File: config.mk
export PLATFORM = sky130hd
export DESIGN_NAME = yuyv422_to_rgb888
export DESIGN_NICKNAME = d
export VERILOG_FILES = /design/src/hw/rtl/yuv2rgb_pkg.sv /design/src/hw/rtl/yuv2rgb_mul.sv /design/src/hw/rtl/yuv2rgb_sum.sv /design/src/hw/rtl/yuv2rgb_sat.sv /design/src/hw/rtl/yuyv422_to_rgb888.sv
export SDC_FILE = /design/constraint.sdc
export NUM_CORES = 1
export LEC_CHECK = 0
export BUFFER_PORTS_ARGS = -buffer_cell sky130_fd_sc_hd__buf_2
export CELL_PAD_IN_SITES_DETAIL_PLACEMENT = 1
export CELL_PAD_IN_SITES_GLOBAL_PLACEMENT = 2
export CORE_MARGIN = 10
export CORE_UTILIZATION = 47
export DETAILED_ROUTE_END_ITERATION = 10
export GPL_ROUTABILITY_DRIVEN = 0
export HOLD_SLACK_MARGIN = 0.06
export PLACE_DENSITY = 0.85
export SYNTH_ARGS = -nofsm -noshare
export SYNTH_HDL_FRONTEND = slang
export SYNTH_HIERARCHICAL = 1
export SYNTH_SLANG_ARGS = --single-unit
File: constraint.sdc
create_clock -name clock -period 9.9 [get_ports clock]
set_input_delay 1.485 -clock clock [delete_from_list [all_inputs] [get_ports clock]]
set_output_delay 1.485 -clock clock [all_outputs]
set_load 0.01 [all_outputs]
File: src/hw/rtl/yuv2rgb_pkg.sv
`timescale 1ns / 1ps

package yuv2rgb_pkg;

   localparam int COEF_FRAC_BITS_DEFAULT = 12;
   // integer bits above the fraction in every signed sum, sign included
   localparam int SUM_INT_BITS = 12;

   localparam int PIX_W       = 8;
   localparam int REQ_DATA_W  = 4 * PIX_W;
   localparam int RSP_DATA_W  = 6 * PIX_W;
   localparam int CHROMA_BIAS = 128;

   localparam logic MODE_FULL   = 1'b0;
   localparam logic MODE_STUDIO = 1'b1;

   // matrix constants, scaled by 10000
   localparam longint K_FR_RV_X10K = 14075;
   localparam longint K_FR_GU_X10K = 3455;
   localparam longint K_FR_GV_X10K = 7169;
   localparam longint K_FR_BU_X10K = 17790;
   localparam longint K_SR_Y_X10K  = 11640;
   localparam longint K_SR_RV_X10K = 15960;
   localparam longint K_SR_GU_X10K = 3910;
   localparam longint K_SR_GV_X10K = 8130;
   localparam longint K_SR_BU_X10K = 20180;
   localparam longint K_SR_RO_X10K = 2229120;
   localparam longint K_SR_GO_X10K = 1354880;
   localparam longint K_SR_BO_X10K = 2769280;

   // round to nearest, halves up, at frac fraction bits
   function automatic longint fix_coef(input longint x10k, input int frac);
      return (x10k * (longint'(1) << frac) + 64'sd5000) / 64'sd10000;
   endfunction

endpackage

File: src/hw/rtl/yuv2rgb_mul.sv
`timescale 1ns / 1ps

module yuv2rgb_mul #(
   parameter int COEF_FRAC_BITS = yuv2rgb_pkg::COEF_FRAC_BITS_DEFAULT
) (
   input  logic clock,
   input  logic reset,
   input  logic mode,
   input  logic in_valid,
   output logic in_ready,
   input  logic [yuv2rgb_pkg::PIX_W-1:0] luma_first,
   input  logic [yuv2rgb_pkg::PIX_W-1:0] luma_second,
   input  logic [yuv2rgb_pkg::PIX_W-1:0] chroma_blue,
   input  logic [yuv2rgb_pkg::PIX_W-1:0] chroma_red,
   input  logic frame_end,
   output logic out_valid,
   input  logic out_ready,
   output logic out_mode,
   output logic signed [COEF_FRAC_BITS+yuv2rgb_pkg::SUM_INT_BITS-1:0] ys0,
   output logic signed [COEF_FRAC_BITS+yuv2rgb_pkg::SUM_INT_BITS-1:0] ys1,
   output logic signed [COEF_FRAC_BITS+yuv2rgb_pkg::SUM_INT_BITS-1:0] prv,
   output logic signed [COEF_FRAC_BITS+yuv2rgb_pkg::SUM_INT_BITS-1:0] pgu,
   output logic signed [COEF_FRAC_BITS+yuv2rgb_pkg::SUM_INT_BITS-1:0] pgv,
   output logic signed [COEF_FRAC_BITS+yuv2rgb_pkg::SUM_INT_BITS-1:0] pbu,
   output logic out_frame_end
);
   import yuv2rgb_pkg::*;

   localparam int SumW = COEF_FRAC_BITS + SUM_INT_BITS;
   localparam int ExtW = SumW - PIX_W;

   localparam logic signed [SumW-1:0] KOne  = SumW'(longint'(1) << COEF_FRAC_BITS);
   localparam logic signed [SumW-1:0] KFrRv = SumW'(fix_coef(K_FR_RV_X10K, COEF_FRAC_BITS));
   localparam logic signed [SumW-1:0] KFrGu = SumW'(fix_coef(K_FR_GU_X10K, COEF_FRAC_BITS));
   localparam logic signed [SumW-1:0] KFrGv = SumW'(fix_coef(K_FR_GV_X10K, COEF_FRAC_BITS));
   localparam logic signed [SumW-1:0] KFrBu = SumW'(fix_coef(K_FR_BU_X10K, COEF_FRAC_BITS));
   localparam logic signed [SumW-1:0] KSrY  = SumW'(fix_coef(K_SR_Y_X10K, COEF_FRAC_BITS));
   localparam logic signed [SumW-1:0] KSrRv = SumW'(fix_coef(K_SR_RV_X10K, COEF_FRAC_BITS));
   localparam logic signed [SumW-1:0] KSrGu = SumW'(fix_coef(K_SR_GU_X10K, COEF_FRAC_BITS));
   localparam logic signed [SumW-1:0] KSrGv = SumW'(fix_coef(K_SR_GV_X10K, COEF_FRAC_BITS));
   localparam logic signed [SumW-1:0] KSrBu = SumW'(fix_coef(K_SR_BU_X10K, COEF_FRAC_BITS));
   localparam logic signed [SumW-1:0] Bias  = SumW'(CHROMA_BIAS);

   logic studio;
   logic signed [SumW-1:0] k_y, k_rv, k_gu, k_gv, k_bu;
   logic signed [SumW-1:0] y0_ext, y1_ext, cu, cv, chroma_off;
   logic signed [SumW-1:0] ys0_in, ys1_in, prv_in, pgu_in, pgv_in, pbu_in;
   logic signed [SumW-1:0] ys0_ff, ys1_ff, prv_ff, pgu_ff, pgv_ff, pbu_ff;
   logic valid_ff, mode_ff, frame_end_ff;

   assign studio = (mode == MODE_STUDIO);

   always_comb begin
      k_y  = studio ? KSrY  : KOne;
      k_rv = studio ? KSrRv : KFrRv;
      k_gu = studio ? KSrGu : KFrGu;
      k_gv = studio ? KSrGv : KFrGv;
      k_bu = studio ? KSrBu : KFrBu;
      chroma_off = studio ? '0 : Bias;
      y0_ext = $signed({{ExtW{1'b0}}, luma_first});
      y1_ext = $signed({{ExtW{1'b0}}, luma_second});
      cu     = $signed({{ExtW{1'b0}}, chroma_blue}) - chroma_off;
      cv     = $signed({{ExtW{1'b0}}, chroma_red}) - chroma_off;
      ys0_in = k_y * y0_ext;
      ys1_in = k_y * y1_ext;
      prv_in = k_rv * cv;
      pgu_in = k_gu * cu;
      pgv_in = k_gv * cv;
      pbu_in = k_bu * cu;
   end

   assign in_ready = !valid_ff || out_ready;

   always_ff @(posedge clock) begin
      if (reset) begin
         valid_ff <= 1'b0;
      end else if (in_ready) begin
         valid_ff <= in_valid;
      end
   end

   always_ff @(posedge clock) begin
      if (in_ready && in_valid) begin
         ys0_ff       <= ys0_in;
         ys1_ff       <= ys1_in;
         prv_ff       <= prv_in;
         pgu_ff       <= pgu_in;
         pgv_ff       <= pgv_in;
         pbu_ff       <= pbu_in;
         mode_ff      <= mode;
         frame_end_ff <= frame_end;
      end
   end

   assign out_valid     = valid_ff;
   assign out_mode      = mode_ff;
   assign ys0           = ys0_ff;
   assign ys1           = ys1_ff;
   assign prv           = prv_ff;
   assign pgu           = pgu_ff;
   assign pgv           = pgv_ff;
   assign pbu           = pbu_ff;
   assign out_frame_end = frame_end_ff;

endmodule

File: src/hw/rtl/yuv2rgb_sum.sv
`timescale 1ns / 1ps

module yuv2rgb_sum #(
   parameter int COEF_FRAC_BITS = yuv2rgb_pkg::COEF_FRAC_BITS_DEFAULT
) (
   input  logic clock,
   input  logic reset,
   input  logic in_valid,
   output logic in_ready,
   input  logic mode,
   input  logic signed [COEF_FRAC_BITS+yuv2rgb_pkg::SUM_INT_BITS-1:0] ys0,
   input  logic signed [COEF_FRAC_BITS+yuv2rgb_pkg::SUM_INT_BITS-1:0] ys1,
   input  logic signed [COEF_FRAC_BITS+yuv2rgb_pkg::SUM_INT_BITS-1:0] prv,
   input  logic signed [COEF_FRAC_BITS+yuv2rgb_pkg::SUM_INT_BITS-1:0] pgu,
   input  logic signed [COEF_FRAC_BITS+yuv2rgb_pkg::SUM_INT_BITS-1:0] pgv,
   input  logic signed [COEF_FRAC_BITS+yuv2rgb_pkg::SUM_INT_BITS-1:0] pbu,
   input  logic frame_end,
   output logic out_valid,
   input  logic out_ready,
   output logic signed [COEF_FRAC_BITS+yuv2rgb_pkg::SUM_INT_BITS-1:0] out_ys0,
   output logic signed [COEF_FRAC_BITS+yuv2rgb_pkg::SUM_INT_BITS-1:0] out_ys1,
   output logic signed [COEF_FRAC_BITS+yuv2rgb_pkg::SUM_INT_BITS-1:0] chr_r,
   output logic signed [COEF_FRAC_BITS+yuv2rgb_pkg::SUM_INT_BITS-1:0] chr_g,
   output logic signed [COEF_FRAC_BITS+yuv2rgb_pkg::SUM_INT_BITS-1:0] chr_b,
   output logic out_frame_end
);
   import yuv2rgb_pkg::*;

   localparam int SumW = COEF_FRAC_BITS + SUM_INT_BITS;

   localparam logic signed [SumW-1:0] KSrRo = SumW'(fix_coef(K_SR_RO_X10K, COEF_FRAC_BITS));
   localparam logic signed [SumW-1:0] KSrGo = SumW'(fix_coef(K_SR_GO_X10K, COEF_FRAC_BITS));
   localparam logic signed [SumW-1:0] KSrBo = SumW'(fix_coef(K_SR_BO_X10K, COEF_FRAC_BITS));

   logic signed [SumW-1:0] off_r, off_g, off_b;
   logic signed [SumW-1:0] chr_r_in, chr_g_in, chr_b_in;
   logic signed [SumW-1:0] chr_r_ff, chr_g_ff, chr_b_ff, ys0_ff, ys1_ff;
   logic valid_ff, frame_end_ff;

   // chroma terms and offsets are shared by both pixels
   always_comb begin
      off_r    = (mode == MODE_STUDIO) ? KSrRo : '0;
      off_g    = (mode == MODE_STUDIO) ? KSrGo : '0;
      off_b    = (mode == MODE_STUDIO) ? KSrBo : '0;
      chr_r_in = prv - off_r;
      chr_g_in = off_g - pgu - pgv;
      chr_b_in = pbu - off_b;
   end

   assign in_ready = !valid_ff || out_ready;

   always_ff @(posedge clock) begin
      if (reset) begin
         valid_ff <= 1'b0;
      end else if (in_ready) begin
         valid_ff <= in_valid;
      end
   end

   always_ff @(posedge clock) begin
      if (in_ready && in_valid) begin
         ys0_ff       <= ys0;
         ys1_ff       <= ys1;
         chr_r_ff     <= chr_r_in;
         chr_g_ff     <= chr_g_in;
         chr_b_ff     <= chr_b_in;
         frame_end_ff <= frame_end;
      end
   end

   assign out_valid     = valid_ff;
   assign out_ys0       = ys0_ff;
   assign out_ys1       = ys1_ff;
   assign chr_r         = chr_r_ff;
   assign chr_g         = chr_g_ff;
   assign chr_b         = chr_b_ff;
   assign out_frame_end = frame_end_ff;

endmodule

File: src/hw/rtl/yuv2rgb_sat.sv
`timescale 1ns / 1ps

module yuv2rgb_sat #(
   parameter int COEF_FRAC_BITS = yuv2rgb_pkg::COEF_FRAC_BITS_DEFAULT
) (
   input  logic clock,
   input  logic reset,
   input  logic in_valid,
   output logic in_ready,
   input  logic signed [COEF_FRAC_BITS+yuv2rgb_pkg::SUM_INT_BITS-1:0] ys0,
   input  logic signed [COEF_FRAC_BITS+yuv2rgb_pkg::SUM_INT_BITS-1:0] ys1,
   input  logic signed [COEF_FRAC_BITS+yuv2rgb_pkg::SUM_INT_BITS-1:0] chr_r,
   input  logic signed [COEF_FRAC_BITS+yuv2rgb_pkg::SUM_INT_BITS-1:0] chr_g,
   input  logic signed [COEF_FRAC_BITS+yuv2rgb_pkg::SUM_INT_BITS-1:0] chr_b,
   input  logic frame_end,
   output logic out_valid,
   input  logic out_ready,
   output logic [yuv2rgb_pkg::RSP_DATA_W-1:0] rgb_pair,
   output logic out_frame_end
);
   import yuv2rgb_pkg::*;

   localparam int SumW = COEF_FRAC_BITS + SUM_INT_BITS;

   logic signed [SumW-1:0] r0, g0, b0, r1, g1, b1;
   logic [RSP_DATA_W-1:0] rgb_in, rgb_ff;
   logic valid_ff, frame_end_ff;

   // floor, then clamp to 0..255
   function automatic logic [PIX_W-1:0] sat8(input logic signed [SumW-1:0] s);
      logic [PIX_W-1:0] v;
      if (s[SumW-1]) begin
         v = '0;
      end else if (|s[SumW-2:COEF_FRAC_BITS+PIX_W]) begin
         v = '1;
      end else begin
         v = s[COEF_FRAC_BITS+PIX_W-1:COEF_FRAC_BITS];
      end
      return v;
   endfunction

   always_comb begin
      r0 = ys0 + chr_r;
      g0 = ys0 + chr_g;
      b0 = ys0 + chr_b;
      r1 = ys1 + chr_r;
      g1 = ys1 + chr_g;
      b1 = ys1 + chr_b;
      rgb_in = {sat8(b1), sat8(g1), sat8(r1), sat8(b0), sat8(g0), sat8(r0)};
   end

   assign in_ready = !valid_ff || out_ready;

   always_ff @(posedge clock) begin
      if (reset) begin
         valid_ff <= 1'b0;
      end else if (in_ready) begin
         valid_ff <= in_valid;
      end
   end

   always_ff @(posedge clock) begin
      if (in_ready && in_valid) begin
         rgb_ff       <= rgb_in;
         frame_end_ff <= frame_end;
      end
   end

   assign out_valid     = valid_ff;
   assign rgb_pair      = rgb_ff;
   assign out_frame_end = frame_end_ff;

endmodule

File: src/hw/rtl/yuyv422_to_rgb888.sv
`timescale 1ns / 1ps
// An accepted req item reaches rsp_tvalid through the multiply, chroma-sum and
// add/saturate register stages.
// Throughput: one macropixel (two RGB888 pixels) per cycle; each stage holds its item
// under back-pressure, so the pipeline stalls only while rsp_tready stays low.
// Reset (synchronous, active high) empties the pipeline and sets matrix_mode to 0.

module yuyv422_to_rgb888 #(
   parameter int COEF_FRAC_BITS = yuv2rgb_pkg::COEF_FRAC_BITS_DEFAULT
) (
   input  logic clock,
   input  logic reset,
   input  logic csr_valid,
   output logic csr_ready,
   input  logic csr_data,                                 // matrix_mode
   input  logic req_tvalid,
   output logic req_tready,
   // luma_first, luma_second, chroma_blue, chroma_red
   input  logic [yuv2rgb_pkg::REQ_DATA_W-1:0] req_tdata,
   input  logic req_tlast,                                // frame_end_in
   output logic rsp_tvalid,
   input  logic rsp_tready,
   // red_first, green_first, blue_first, red_second, green_second, blue_second
   output logic [yuv2rgb_pkg::RSP_DATA_W-1:0] rsp_tdata,
   output logic rsp_tlast                                 // frame_end_out
);
   import yuv2rgb_pkg::*;

   localparam int SumW = COEF_FRAC_BITS + SUM_INT_BITS;

   logic mode_ff;
   logic s1_valid, s1_ready, s1_mode, s1_last;
   logic s2_valid, s2_ready, s2_last;
   logic signed [SumW-1:0] s1_ys0, s1_ys1, s1_prv, s1_pgu, s1_pgv, s1_pbu;
   logic signed [SumW-1:0] s2_ys0, s2_ys1, s2_cr, s2_cg, s2_cb;

   assign csr_ready = 1'b1;

   always_ff @(posedge clock) begin
      if (reset) begin
         mode_ff <= MODE_FULL;
      end else if (csr_valid && csr_ready) begin
         mode_ff <= csr_data;
      end
   end

   yuv2rgb_mul #(.COEF_FRAC_BITS(COEF_FRAC_BITS)) u_mul (
      .clock        (clock),
      .reset        (reset),
      .mode         (mode_ff),
      .in_valid     (req_tvalid),
      .in_ready     (req_tready),
      .luma_first   (req_tdata[PIX_W-1:0]),
      .luma_second  (req_tdata[2*PIX_W-1:PIX_W]),
      .chroma_blue  (req_tdata[3*PIX_W-1:2*PIX_W]),
      .chroma_red   (req_tdata[4*PIX_W-1:3*PIX_W]),
      .frame_end    (req_tlast),
      .out_valid    (s1_valid),
      .out_ready    (s1_ready),
      .out_mode     (s1_mode),
      .ys0          (s1_ys0),
      .ys1          (s1_ys1),
      .prv          (s1_prv),
      .pgu          (s1_pgu),
      .pgv          (s1_pgv),
      .pbu          (s1_pbu),
      .out_frame_end(s1_last)
   );

   yuv2rgb_sum #(.COEF_FRAC_BITS(COEF_FRAC_BITS)) u_sum (
      .clock        (clock),
      .reset        (reset),
      .in_valid     (s1_valid),
      .in_ready     (s1_ready),
      .mode         (s1_mode),
      .ys0          (s1_ys0),
      .ys1          (s1_ys1),
      .prv          (s1_prv),
      .pgu          (s1_pgu),
      .pgv          (s1_pgv),
      .pbu          (s1_pbu),
      .frame_end    (s1_last),
      .out_valid    (s2_valid),
      .out_ready    (s2_ready),
      .out_ys0      (s2_ys0),
      .out_ys1      (s2_ys1),
      .chr_r        (s2_cr),
      .chr_g        (s2_cg),
      .chr_b        (s2_cb),
      .out_frame_end(s2_last)
   );

   yuv2rgb_sat #(.COEF_FRAC_BITS(COEF_FRAC_BITS)) u_sat (
      .clock        (clock),
      .reset        (reset),
      .in_valid     (s2_valid),
      .in_ready     (s2_ready),
      .ys0          (s2_ys0),
      .ys1          (s2_ys1),
      .chr_r        (s2_cr),
      .chr_g        (s2_cg),
      .chr_b        (s2_cb),
      .frame_end    (s2_last),
      .out_valid    (rsp_tvalid),
      .out_ready    (rsp_tready),
      .rgb_pair     (rsp_tdata),
      .out_frame_end(rsp_tlast)
   );

endmodule

# Yosys cells after proc, flatten, opt, wreduce, memory -nomap -nowiden
# Index checks and enable logic that the tools add are counted.
dict set report word_totals {
  input_bits 39
  memories 0
  reg_bits 320
  mem_bits_rw 0
  latchBits 0
  word_cells 73
  mem_bits_ro 0
}
dict set report op_classes {
  n_addsub 12
  reduce_logical 15
  magnitude_cmp 0
  bitwise_logic 0
  n_shift 0
  div_mod_pow 0
  n_eq_ne 0
  multipliers 6
  n_mux 15
}
# cell n
set ops {}
lappend ops {{24-bit adder} 6}
lappend ops {{24-bit by 24-bit multiplier with 24-bit output} 4}
lappend ops {{24-bit subtractor} 4}
lappend ops {{8-bit 2-to-1 mux} 7}
lappend ops {{24-bit by 9-bit multiplier with 24-bit output} 2}
lappend ops {{9-bit by 24-bit subtractor with 24-bit output} 2}
lappend ops {{20-bit 2-to-1 mux} 2}
lappend ops {{21-bit 2-to-1 mux} 1}
lappend ops {{10-bit 2-to-1 mux} 2}
lappend ops {{3-bit OR reduction} 6}
lappend ops {{14-bit 2-to-1 mux} 1}
lappend ops {{12-bit 2-to-1 mux} 1}
lappend ops {{11-bit 2-to-1 mux} 1}
lappend ops {{1-bit logical AND} 3}
lappend ops {{1-bit logical NOT} 3}
lappend ops {{1-bit logical OR} 3}

# Longest topological paths before layout
# Gate-level depths: netlist of the first run.
dict set report logic_depth {
  ltp_word 5
  ltp_mapped 22
  ltp_nobuf 21
}

# Cells and area by module
# The synthesis of the first run kept the hierarchy.
# mod seq_area_each_um2 n_inst cells_each area_each_um2
set modules_own_cells {}
lappend modules_own_cells {yuv2rgb_mul 3623.5 1 1464 15673.8}
lappend modules_own_cells {yuv2rgb_sum 3653.5 1 580 7028.0}
lappend modules_own_cells {yuv2rgb_sat 1491.4 1 664 6203.4}
lappend modules_own_cells {yuyv422_to_rgb888 20.0 1 5 45.0}

# Worst setup path before layout of the first run
# OpenSTA, ideal clock, no wires.
dict set report synth_timing {
  path_type {in2reg}
  startpoint {input req_tdata[20] in the netlist's numbering}
  endpoint {register u_mul.pbu_ff[23] (netlist: u_mul/pbu[23]), data pin}
  arrival_ps 5936
  path_stages 17
  setup_ps 262
  path_slack_ps 3702
  cell_sequence {nand2_1 -> inv_1 -> or2_2 -> ha_1 -> fa_1 -> fa_1 -> fa_1 -> inv_1 -> fa_1 -> inv_1 -> ha_1 -> nand2_1 -> o211a_1 -> o21ai_2 -> nand2_2 -> o32ai_2 -> mux2_1}
}
dict set report synth_between {
  elab_chain_cells 2
}
# element line
set synth_rtl {}
lappend synth_rtl {{start, declared} yuyv422_to_rgb888.sv:19} ;# input logic [yuv2rgb_pkg::REQ_DATA_W-1:0] req_tdata,
lappend synth_rtl {{9-bit by 24-bit subtractor with 24-bit output} yuv2rgb_mul.sv:62} ;# cu = $signed({{ExtW{1'b0}}, chroma_blue}) - chroma_off;
lappend synth_rtl {{24-bit by 24-bit multiplier with 24-bit output} yuv2rgb_mul.sv:69} ;# pbu_in = k_bu * cu;
lappend synth_rtl {{net u_mul.pbu_in[23]} yuv2rgb_mul.sv:47} ;# logic signed [SumW-1:0] ys0_in, ys1_in, prv_in, pgu_in, pgv_in, pbu_in;
lappend synth_rtl {{end signal, assigned} yuv2rgb_mul.sv:89} ;# pbu_ff <= pbu_in;
lappend synth_rtl {{end, declared} yuv2rgb_mul.sv:48} ;# logic signed [SumW-1:0] ys0_ff, ys1_ff, prv_ff, pgu_ff, pgv_ff, pbu_ff;
# The timed path passes the listed nets, and every way through them passes these cells.
# A chain may end at the register's enable or synchronous reset.

# Final worst setup path of the first run
dict set report layout_timing {
  startpoint {register mode_ff}
  endpoint {register u_mul.pbu_ff[23] (netlist: u_mul/pbu[23]), data pin}
}
dict set report layout_between {
  elab_chain_cells 3
  elab_cells_between_ends 4
}
# element line
set layout_rtl {}
lappend layout_rtl {{start, declared} yuyv422_to_rgb888.sv:31} ;# logic mode_ff;
lappend layout_rtl {{start signal, assigned} yuyv422_to_rgb888.sv:43} ;# mode_ff <= csr_data;
lappend layout_rtl {{8-bit 2-to-1 mux} yuv2rgb_mul.sv:59} ;# chroma_off = studio ? '0 : Bias;
lappend layout_rtl {{9-bit by 24-bit subtractor with 24-bit output} yuv2rgb_mul.sv:62}
lappend layout_rtl {{24-bit by 24-bit multiplier with 24-bit output (*)} yuv2rgb_mul.sv:69}
lappend layout_rtl {{net u_mul.pbu_in[23]} yuv2rgb_mul.sv:47}
# The timed path passes the listed nets; every way through them passes the cells marked *.

==> metrics.md, run 1 <==
| Metric | Value |
|---|---|
| First-pass GRT wire length | `between 100000 and 150000 um` |
| DRC Markers | `0` |
| Crit path time final | `about 6.5 ns` |
| Die Y | `approximately 270 um` |
| Synth Area in XOR/XNOR | `under 10%` |
| PwrDens | `approximately 300 nW/um2` |
| Cell with the most instances after synthesis | `ha_1` |
| Post-DP HPWL | `slightly above 60000 um` |
| CTS max path bufs | `3` |
| Mux share of post-synthesis cell area | `0.424%` |
| CP required | `10.20 ns` |
| Post-route clock skew | `0.0418 ns` |
| Die ar. | `71900 um2` |
| Worst vdd ir | `0.155 mV` |
| Nets | `3566` |
| Async S/R FF share, synth | `0%` |
| Post-Synth Adder-Cell Area | `around a third` |
| Critical path class | `flop to flop` |
| Total wire length | `73800 um` |
| H-tree depth | `2` |
| Initial detailed-routing violation count | `984` |
| Cts hold-fix bufs | `0` |
| Pre-CTS WS | `a little over 3 ns` |
| Peak Freq | `approximately 150 MHz` |
| Post-CTS Setup Inserts | `0` |
| Core ar. | `approximately 60000 um2` |
| CP max FO | `between 40 and 50` |
| Fillcell total | `6657` |
| Clock Sinks | `~290` |
| Rel. slew slack | `between 20% and 30%` |
| # IOs | `91` |
| Post-synth top cells | `ha_1 (547), inv_1 (365), edfxtp_1 (290), fa_1 (167), a21oi_1 (162)` |
| Worst-skew pair later-pin latency | `just under 0.6 ns` |
| TritonRoute pass-1 iters | `8` |
| Routed Antenna Nets | `0` |
| Compound-Gate Fraction of Synth Area | `between 10% and 20%` |
| Seq/Total Area, Yosys | `a little under a third` |
| Final hold vios | `0` |
| Cts bufs inserted | `37` |
| Synth area leader | `edfxtp_1` |
| CTS tree | `done` |
| Mapped Avg Cell Area | `approximately 11 um2` |
| Final setup vio count | `0` |
| Die Wd | `roughly 270 um` |
| Final Max Slew Viols | `0` |
| Synth Register Bits | `around 290` |
| Area share of the largest cell type after synthesis | `30.1%` |
| Proportion of layout cells with a drive suffix above 1 | `7.92%` |
| Initial antenna violation count | `0` |
| Initial cell density of the core | `between 40 and 50%` |
| TNS Setup | `0 ns` |
| LEAKAGE | `approximately 0.015 uW` |
| Ys flop type | `edfxtp_1` |
| Period utilization | `about 66%` |
| Status | `finished, final reports clean` |
| Largest net degree at the start of global routing | `70` |
| Via/cell ratio | `between 5 and 6` |
| Number of global-route vias before repair | `22.3k` |
| CP endpoint kind | `flop` |
| Root Driver | `clkbuf_16` |
| Dominant cells by area after synthesis | `edfxtp_1 (30%), ha_1 (24%), fa_1 (12%)` |
| Setup WS post-layout | `approximately 3.4 ns` |
| Buffers on Ports | `89` |
| # rows | `90` |
| Grt total ovfl | `0` |
| Clock transition at path regs | `~0.060 ns` |
| Syn-to-layout area delta | `8.39%` |
| Crit start category | `flop` |
| Synth warn | `6` |
| Post-synth EDFFs | `290` |
| Post-cts resize count | `0` |
| Largest family of logic cells by synthesized area | `adder cells` |
| RSZ-0062 raised after global routing | `no` |
| GRT Overall Usage | `between 20% and 30%` |
| Synth Cell Area | `roughly 29000 um2` |
| Worst-Margin Slew | `1.14 ns` |
| Post-Synth Simple-Gate Area | `9.27%` |
| Cells after synthesis | `between 2k and 3k` |
| Worst Path Arrival | `6.78 ns` |
| N_diodes | `0` |
| Vias after detailed routing | `20.3k` |
| Wire length per cell | `slightly above 20 um` |
| Distinct cells, synth | `98` |
| Hold crit path type | `flop to flop` |
| Max-cap viol count | `0` |
==> cells in the final DEF (no fill, tap or decap), types with 10 or more instances in the layout <==
cell	count
a211o_1	12
a211oi_1	22
a21o_1	71
a21oi_1	162
a31oi_1	13
and2_1	36
and3_1	18
buf_2	89
clkbuf_16	38
conb_1	28
edfxtp_1	290
fa_1	167
ha_1	547
inv_1	365
mux2i_1	10
nand2_1	127
nand2b_1	23
nand3_1	27
nand4_1	22
nor2_1	106
nor2b_1	16
nor3_1	48
nor4_1	12
o211ai_1	22
o21a_1	43
o21ai_0	88
o21bai_1	17
o31ai_1	13
or2_2	24
or3_1	11
xnor2_1	104
xor2_1	67
==> worst max-delay path, cell delays in order (launching register included) <==
cell	delay, ns
dfxtp_2	0.31
buf_4	0.47
inv_2	0.44
nand2_1	0.33
inv_1	0.17
or2_2	0.33
ha_1	0.33
fa_1	0.53
fa_1	0.54
fa_1	0.57
inv_1	0.06
fa_1	0.50
inv_1	0.05
ha_1	0.35
nand2_1	0.09
o211a_1	0.24
o21ai_2	0.19
nand2_2	0.09
o32ai_2	0.27
mux2_1	0.35
==> area by class of cell <==
type | count | area, um2 | share of cell area [%]
inverter | 367 | 1380 | 4.39
multi-input combinational | 2019 | 18600 | 59.2
sequential | 294 | 8790 | 28.0
clock inverter | 18 | 153 | 0.486
tap | 782 | 978 | 3.12
clock buffer | 49 | 1030 | 3.29
timing repair buffer | 94 | 483 | 1.54
==> logic make-up (layout without fill, tap and decap cells) <==
logic type	Yosys count	in the layout
buffers and inverters	425	528
AND/OR/NAND/NOR	521	521
other	3	28
adder cells (fa/ha/maj)	714	714
flip-flops	294	294
XOR/XNOR	172	172
multiplexers	12	12
AO/OA/AOI/OAI	572	572
==> per-stage QoR <==
step                      hold slack, ns  utilization [%]  cells  cell area (um2)  power, uW
after floorplan                    0.400                -   2738            29000       6390
after global placement             0.402             49.7   3556            30200       7730
after CTS                          0.383             51.7   3623            31400       9340
after detailed placement           0.406             49.7   3556            30200       7950
final                              0.388             51.7   3623            31400       9280
after global routing               0.395             51.7   3623            31400      10100
==> final timing paths <==
check	from	slack, ns	cells past startpoint	end
worst max-delay path	mode_ff	3.41	19	u_mul/pbu[23]
worst min-delay path	u_mul/ys0[5]	0.39	0	u_sum/out_ys0[5]
worst max register to register	mode_ff	3.41	19	u_mul/pbu[23]
worst min register to register	u_mul/ys0[5]	0.39	0	u_sum/out_ys0[5]
==> sequential cells by signal (all words and copies together) (netlist names), 16 cells and up <==
name	flops
u_sat/rgb_pair	48
u_mul/ys1	16
u_sum/chr_b	24
u_sum/out_ys1	24
u_sum/out_ys0	24
u_sum/chr_g	24
u_mul/pbu	21
u_sum/chr_r	24
u_mul/pgv	21
u_mul/prv	23
u_mul/ys0	16
u_mul/pgu	21
==> per-layer routing <==
layer	vias to the layer above	track usage (%)	wire length, um
met3	133	2.56	2400
li1	9866	-	-
met1	10010	25.4	32000
met4	0	7.92	2750
met2	317	36.8	36700
met5	-	0	0
==> power breakdown <==
group	internal, uW	switching, uW	total, uW
logic	2360	3400	5760
clock network	767	541	1310
registers	1990	224	2210
No activity file was read; power rests on OpenSTA's default activity.
==> run 2: changes to the inputs <==
ABC_AREA = 1   (was unset)
CORE_UTILIZATION = 38   (was 47)
PLACE_DENSITY = 0.79   (was 0.85)
clock period = 6.8 ns   (was 9.9 ns; I/O delays follow)
==> run 2 against run 1 <==
Cell count rose by 78%. Power rose by 74%. Critical path type unchanged. Die area rose by 51%. Clock power rose by 71%. Worst hold slack improved by 0.015 ns. Largest cell class unchanged. Setup slack got worse by 2.0 ns. Highest routed layer unchanged. Global-route usage rose by 0.19 points.
==> metrics.md, run 2 <==
| Metric | Value |
|---|---|
| Status | `finished, final reports clean` |
| Share of power burned in registers | `20.3% (-3.6 points)` |
| Post-DP HPWL | `99200 um (+60%)` |
| Cell area after layout | `39700 um2 (+26%)` |
| Largest net degree at the start of global routing | `122 (+74%)` |
| Root Driver | `clkbuf_16` |
| Worst Path Arrival | `5.73 ns (-1.05 ns)` |
| Rel. slew slack | `33.1% (+8.8 points)` |
| Critical path class | `flop to flop` |
| Vias after detailed routing | `30.7k (+51%)` |
| Worst-skew pair later-pin latency | `0.60 ns (+0.02 ns)` |
| Met3 routed WL | `3530 um (+47%)` |
| Cts bufs inserted | `40 (+8.1%)` |
| Routed length on met2 | `52300 um (+43%)` |
| Post-synth EDFFs | `290 (unchanged)` |
| Cell with the most instances after synthesis | `nand2_1` |
| Synth warn | `6 (unchanged)` |
| TritonRoute pass-1 iters | `6 (-2)` |
| Cells after synthesis | `5031 (+85%)` |
| Mapped Avg Cell Area | `7.22 um2 (-32%)` |
| Initial detailed-routing violation count | `1335 (+36%)` |
| Clock transition at path regs | `0.06 ns (about the same)` |
| Clock share of power | `13.9% (-0.2 points)` |
| Seq/Total Area, Yosys | `24.2% (-6.2 points)` |
| Cts hold-fix bufs | `0 (unchanged)` |
| CTS tree | `done` |
| Synth Register Bits | `294 (unchanged)` |
| Final hold vios | `0 (unchanged)` |
| Worst vdd ir | `0.266 mV (+71%)` |
| Dominant cells by area after synthesis | `edfxtp_1 (24%), ha_1 (19%), nand2_1 (17%)` |
| Area after DPL | `38300 um2 (+27%)` |
| Wire length per cell | `17.5 um (-14%)` |
| Buf+Inv Stages, Crit Path | `7 (+2)` |
| Worst-Margin Slew | `1.00 ns (-0.133 ns)` |
| NetSw | `8300 uW (+99%)` |
| Final Max Slew Viols | `0 (unchanged)` |
| Comb pwr share | `65.8% (+3.7 points)` |
| First-pass GRT wire length | `178000 um (+50%)` |
| Final Util | `41.8% (-9.9 points)` |
| Async S/R FF share, synth | `0% (unchanged)` |
| Via/cell ratio | `4.76 (-15%)` |
| Ys flop type | `edfxtp_1` |
| Grt total ovfl | `0 (unchanged)` |
| Distinct cells, synth | `50 (-49%)` |
| DRC Markers | `0 (unchanged)` |
| Total wire length | `113000 um (+53%)` |
| Largest register FFs | `48 (unchanged)` |
| Final setup vio count | `0 (unchanged)` |
| Synth Cell Area | `36300 um2 (+26%)` |
| Syn-to-layout area delta | `9.23%` |
| Die ar. | `108000 um2 (+51%)` |
| Crit path time final | `5.38 ns (-1.11 ns)` |
| CP max FO | `25 (-42%)` |
| CTS max path bufs | `3 (unchanged)` |
| Nets | `5907 (+66%)` |
| Initial cell density of the core | `38.3% (-9.4 points)` |
| # rows | `113 (+26%)` |
| Int Power | `7840 uW (+53%)` |
| # IOs | `91 (unchanged)` |
| WL met1 | `54700 um (+71%)` |
| Core ar. | `94900 um2 (+56%)` |
| Clock Sinks | `294 (unchanged)` |
| Final Non-Filler Cells | `6451 (+78%)` |
| CP top delay family | `adder cells` |
| Final hold slack | `0.403 ns (+0.0153 ns)` |
| Die Y | `329 um (+23%)` |
| Peak Freq | `186 MHz (+21%)` |
| Commonest non-fill, non-tap cell in the layout | `nand2_1` |
| PwrDens | `407 nW/um2 (+38%)` |
| Hold crit path type | `flop to flop` |
| CP endpoint kind | `flop` |
| Slowest CP cell | `fa_1` |
| RSZ-0062 raised after global routing | `no` |
| Routed Antenna Nets | `0 (unchanged)` |
| Placed Cells | `6377 (+79%)` |
| Initial antenna violation count | `1 (+1)` |
| Area share of the largest cell type after synthesis | `24.0% (-6.1 points)` |
| Ordered cell list for the critical path | `buf_4 -> nor2_1 -> inv_1 -> fa_1 -> inv_1 -> ha_1 -> inv_1 -> fa_1 -> inv_1 -> fa_1 -> inv_1 -> fa_1 -> inv_1 -> fa_1 -> nand3_1 -> nand2_1 -> nand3_1 -> nand2_1 -> nand2_1 -> nand2_1 -> nand2_1 -> nand2_1` |
| H-tree depth | `2 (unchanged)` |
| Crit start category | `flop` |
| Post-CTS Setup Inserts | `0 (unchanged)` |
| Post-route clock skew | `0.0254 ns (-0.0164 ns)` |
| Max-cap viol count | `0 (unchanged)` |
| Die Wd | `329 um (+23%)` |
| Post-synth top cells | `nand2_1 (1645), inv_1 (1142), ha_1 (547), nor2_1 (328), edfxtp_1 (290)` |
| Sw frac | `51.4% (+6.6 points)` |
| Period utilization | `79.0% (+14 points)` |
| Slowest stage delay, CP | `0.55 ns (-0.02 ns)` |
| Post-cts resize count | `0 (unchanged)` |
| Highest metal used | `met4` |
| LEAKAGE | `0.0224 uW (+51%)` |
| Number of global-route vias before repair | `32.2k (+45%)` |
| Proportion of layout cells with a drive suffix above 1 | `5.07% (-2.8 points)` |
| CP required | `7.16 ns (-3.04 ns)` |
| GRT Overall Usage | `21.0% (+0.19 points)` |
| Synth area leader | `edfxtp_1` |
| TNS Setup | `0 ns (unchanged)` |
| Buffers on Ports | `89 (unchanged)` |
| Most frequent cells in the layout | `nand2_1 (1645), inv_1 (1142), ha_1 (547)` |
## run 2: cell types whose count changed after synthesis, sizes merged, moves of 30 or more
cell,change
a21oi,+33
nor2,+233
nand2,+1540
o21ai,-45
nand4,+80
o21a,-41
nand3,+196
inv,+800
xnor2,-79
and2,-30
a21o,-63
## run 2: layer usage
metal,track usage [%],up-vias
met5,0,-
met2,35.5,358
met1,28.5,14431
li1,-,15836
met4,4.85,0
met3,2.33,101
## run 2: cells by family after synthesis
kind of cell               count (synthesis)  synth area share (%)
buffers and inverters                   1210                  12.9
AOI/OAI and AO/OA                        286                  4.21
other                                      3                0.0310
and+or+nand+nor                         2409                  27.6
xor gates and xnor gates                 115                  3.10
DFF                                      294                  24.2
adders and majority gates                714                  28.0
## run 2: final cells by class
cell class	instances	area [um2]
fill	12080	55200
multi-input combinational	3552	23000
sequential	294	8790
inverter	1166	4380
tap	1265	1580
clock buffer	43	1010
timing repair buffer	100	553
clock inverter	30	370
antenna	1	2.50
## run 2: metrics by stage
step	setup WS, ns	total power (uW)
after global routing	1.07	18000
after floorplan	1.53	10800
after CTS	1.38	16300
final	1.42	16100
after global placement	1.07	13700
after detailed placement	1.03	13900
## run 2: power by group through the flow
stage | Combinational, uW | Clock, uW | Sequential [uW]
global placement | 10400 | 0 | 3300
CTS | 10700 | 2310 | 3280
global route | 12400 | 2380 | 3310
floorplan | 7740 | 0 | 3070
finish | 10600 | 2240 | 3270
detailed placement | 10600 | 0 | 3320
## run 2: path summary, 6_finish.rpt
check / startpoint / to / slack [ns] / cells past startpoint
worst min-delay path: u_mul/ys0[11] / u_sum/out_ys0[11] / 0.40 / 0
worst max register to register: mode_ff / u_mul/pgv[21] / 1.42 / 22
worst min register to register: u_mul/ys0[11] / u_sum/out_ys0[11] / 0.40 / 0
worst max-delay path: mode_ff / u_mul/pgv[21] / 1.42 / 22
==> run 3: changes to the inputs <==
clock period = 5.6 ns   (was 6.8 ns; I/O delays follow)
==> run 3 against run 2 <==
Setup slack worse by 0.78 ns. Flip-flop and latch count stayed put. Sequential power is 21% higher. Worst hold slack better by 0.014 ns. Clock skew is 0.0016 ns lower. Core utilization hardly changed. Sequential share of layout area hardly changed. Combinational power is 23% higher. Global-route usage hardly changed.
==> metrics.md, run 3 (same netlist as run 2, synthesis figures left out) <==
| Metric | Value |
|---|---|
| Initial detailed-routing violation count | `1352 (+1.3%)` |
| Clock Sinks | `294 (unchanged)` |
| Final hold slack | `0.417 ns (+0.0139 ns)` |
| Hold crit path type | `flop to flop` |
| CTS max path bufs | `3 (unchanged)` |
| GRT Overall Usage | `20.9% (-0.032 points)` |
| Most frequent cells in the layout | `nand2_1 (1645), inv_1 (1142), ha_1 (547)` |
| Area after DPL | `38400 um2 (+0.27%)` |
| PwrDens | `490 nW/um2 (+20%)` |
| First-pass GRT wire length | `179000 um (+0.26%)` |
| Final Util | `41.8% (about the same)` |
| Largest net degree at the start of global routing | `120 (-1.6%)` |
| Die Wd | `329 um (unchanged)` |
| Final Max Slew Viols | `0 (unchanged)` |
| Crit start category | `flop` |
| Initial cell density of the core | `38.3% (unchanged)` |
| Wire length per cell | `17.6 um (+0.22%)` |
| Final hold vios | `0 (unchanged)` |
| H-tree depth | `2 (unchanged)` |
| CP required | `5.92 ns (-1.24 ns)` |
| Worst-Margin Slew | `1.04 ns (+0.0413 ns)` |
| Crit path time final | `4.96 ns (-0.417 ns)` |
| Cts bufs inserted | `39 (-2.5%)` |
| Buffers on Ports | `89 (unchanged)` |
| Max-cap viol count | `0 (unchanged)` |
| Rel. slew slack | `30.4% (-2.8 points)` |
| Syn-to-layout area delta | `9.23% (about the same)` |
| Worst Path Arrival | `5.28 ns (-0.45 ns)` |
| Post-route clock skew | `0.0239 ns (-0.00158 ns)` |
| Cell area after layout | `39700 um2 (about the same)` |
| TNS Setup | `0 ns (unchanged)` |
| Cts hold-fix bufs | `0 (unchanged)` |
| Routed Antenna Nets | `0 (unchanged)` |
| Grt total ovfl | `0 (unchanged)` |
| # IOs | `91 (unchanged)` |
| Post-cts resize count | `0 (unchanged)` |
| DRC Markers | `0 (unchanged)` |
| Period utilization | `88.5% (+9.5 points)` |
| Worst vdd ir | `0.267 mV (+0.52%)` |
| Peak Freq | `202 MHz (+8.4%)` |
| Commonest non-fill, non-tap cell in the layout | `nand2_1` |
| Worst-skew pair later-pin latency | `0.58 ns (-0.02 ns)` |
| Via/cell ratio | `4.74 (-0.42%)` |
| Placed Cells | `6391 (+0.22%)` |
| CP endpoint kind | `flop` |
| Post-DP HPWL | `100000 um (+0.80%)` |
| Initial antenna violation count | `0 (-1)` |
| Vias after detailed routing | `30.7k (-0.25%)` |
| Root Driver | `clkbuf_16` |
| Post-CTS Setup Inserts | `0 (unchanged)` |
| LEAKAGE | `0.0225 uW (+0.13%)` |
| Die ar. | `108000 um2 (unchanged)` |
| Nets | `5920 (+0.22%)` |
| N_diodes | `0 (-1)` |
| Core ar. | `94900 um2 (unchanged)` |
| RSZ-0062 raised after global routing | `no` |
| Fillcell total | `12.1k (-0.24%)` |
| TritonRoute pass-1 iters | `5 (-1)` |
| CTS tree | `done` |
| CP max FO | `21 (-16%)` |
| Die Y | `329 um (unchanged)` |
| Proportion of layout cells with a drive suffix above 1 | `5.31% (+0.24 points)` |
| # rows | `113 (unchanged)` |
| Clock transition at path regs | `0.07 ns (about the same)` |
| Number of global-route vias before repair | `31.8k (-1.2%)` |
| Final Non-Filler Cells | `6462 (+0.17%)` |
| Status | `finished, final reports clean` |
| Largest register FFs | `48 (unchanged)` |
| Critical path class | `flop to flop` |
| Final setup vio count | `0 (unchanged)` |
| Total wire length | `113000 um (+0.39%)` |
## run 3: changes by cell type in the layout (fill, tap and decap cells not counted), sizes merged
cell      change
buf          +14
bufinv        -3
clkbuf        +3
clkinv        -2
clkinvlp      -1
diode         -1
inv           +1
## run 3: metal layers
layer | wire (um) | global-route usage (%)
met1 | 55100 | 28.8
met2 | 51900 | 34.9
met3 | 3340 | 2.09
met4 | 3080 | 5.36
met5 | 0 | 0
## run 3: layout make-up
type,instances,area (um2),share of cell area (%)
Multi-Input combinational cell,3552,23000,57.9
Sequential cell,294,8790,22.1
Inverter,1166,4380,11.0
Tap cell,1265,1580,3.99
Clock buffer,46,1020,2.58
Timing Repair Buffer,114,658,1.66
Clock inverter,25,258,0.649
## run 3: final timing paths
kind	slack [ns]	depth (start not counted)	to	startpoint
worst max-delay path	0.64	22	u_mul/pgv[21]	mode_ff
worst min-delay path	0.42	0	u_sum/out_ys0[9]	u_mul/ys0[9]
worst max register to register	0.64	22	u_mul/pgv[21]	mode_ff
worst min register to register	0.42	0	u_sum/out_ys0[9]	u_mul/ys0[9]
## run 3: stage by stage
step	power, uW	setup slack [ns]
CTS	19700	0.575
global placement	16700	0.230
global route	21700	0.221
floorplan	13100	0.506
detailed placement	17000	0.123
finish	19400	0.642
## run 3: power breakdown
part / switching (uW) / leakage, uW / internal, uW
Sequential: 479 / 0.00281 / 3490
Combinational: 8550 / 0.0190 / 4400
Clock: 1020 / 0.000627 / 1500
## run 3: worst max-delay path: stages, from the launching register on
cell and delay (ns):
dfxtp_2 0.36, buf_4 0.24, nor2_1 0.17, inv_1 0.13
fa_1 0.56, inv_1 0.06, ha_1 0.27, inv_1 0.05
fa_1 0.52, inv_1 0.05, fa_1 0.53, inv_1 0.05
fa_1 0.49, inv_1 0.07, fa_1 0.46, nand3_1 0.09
nand2_1 0.14, nand3_1 0.10, nand2_1 0.09, nand2_1 0.10
nand2_1 0.05, nand2_1 0.06, nand2_1 0.04
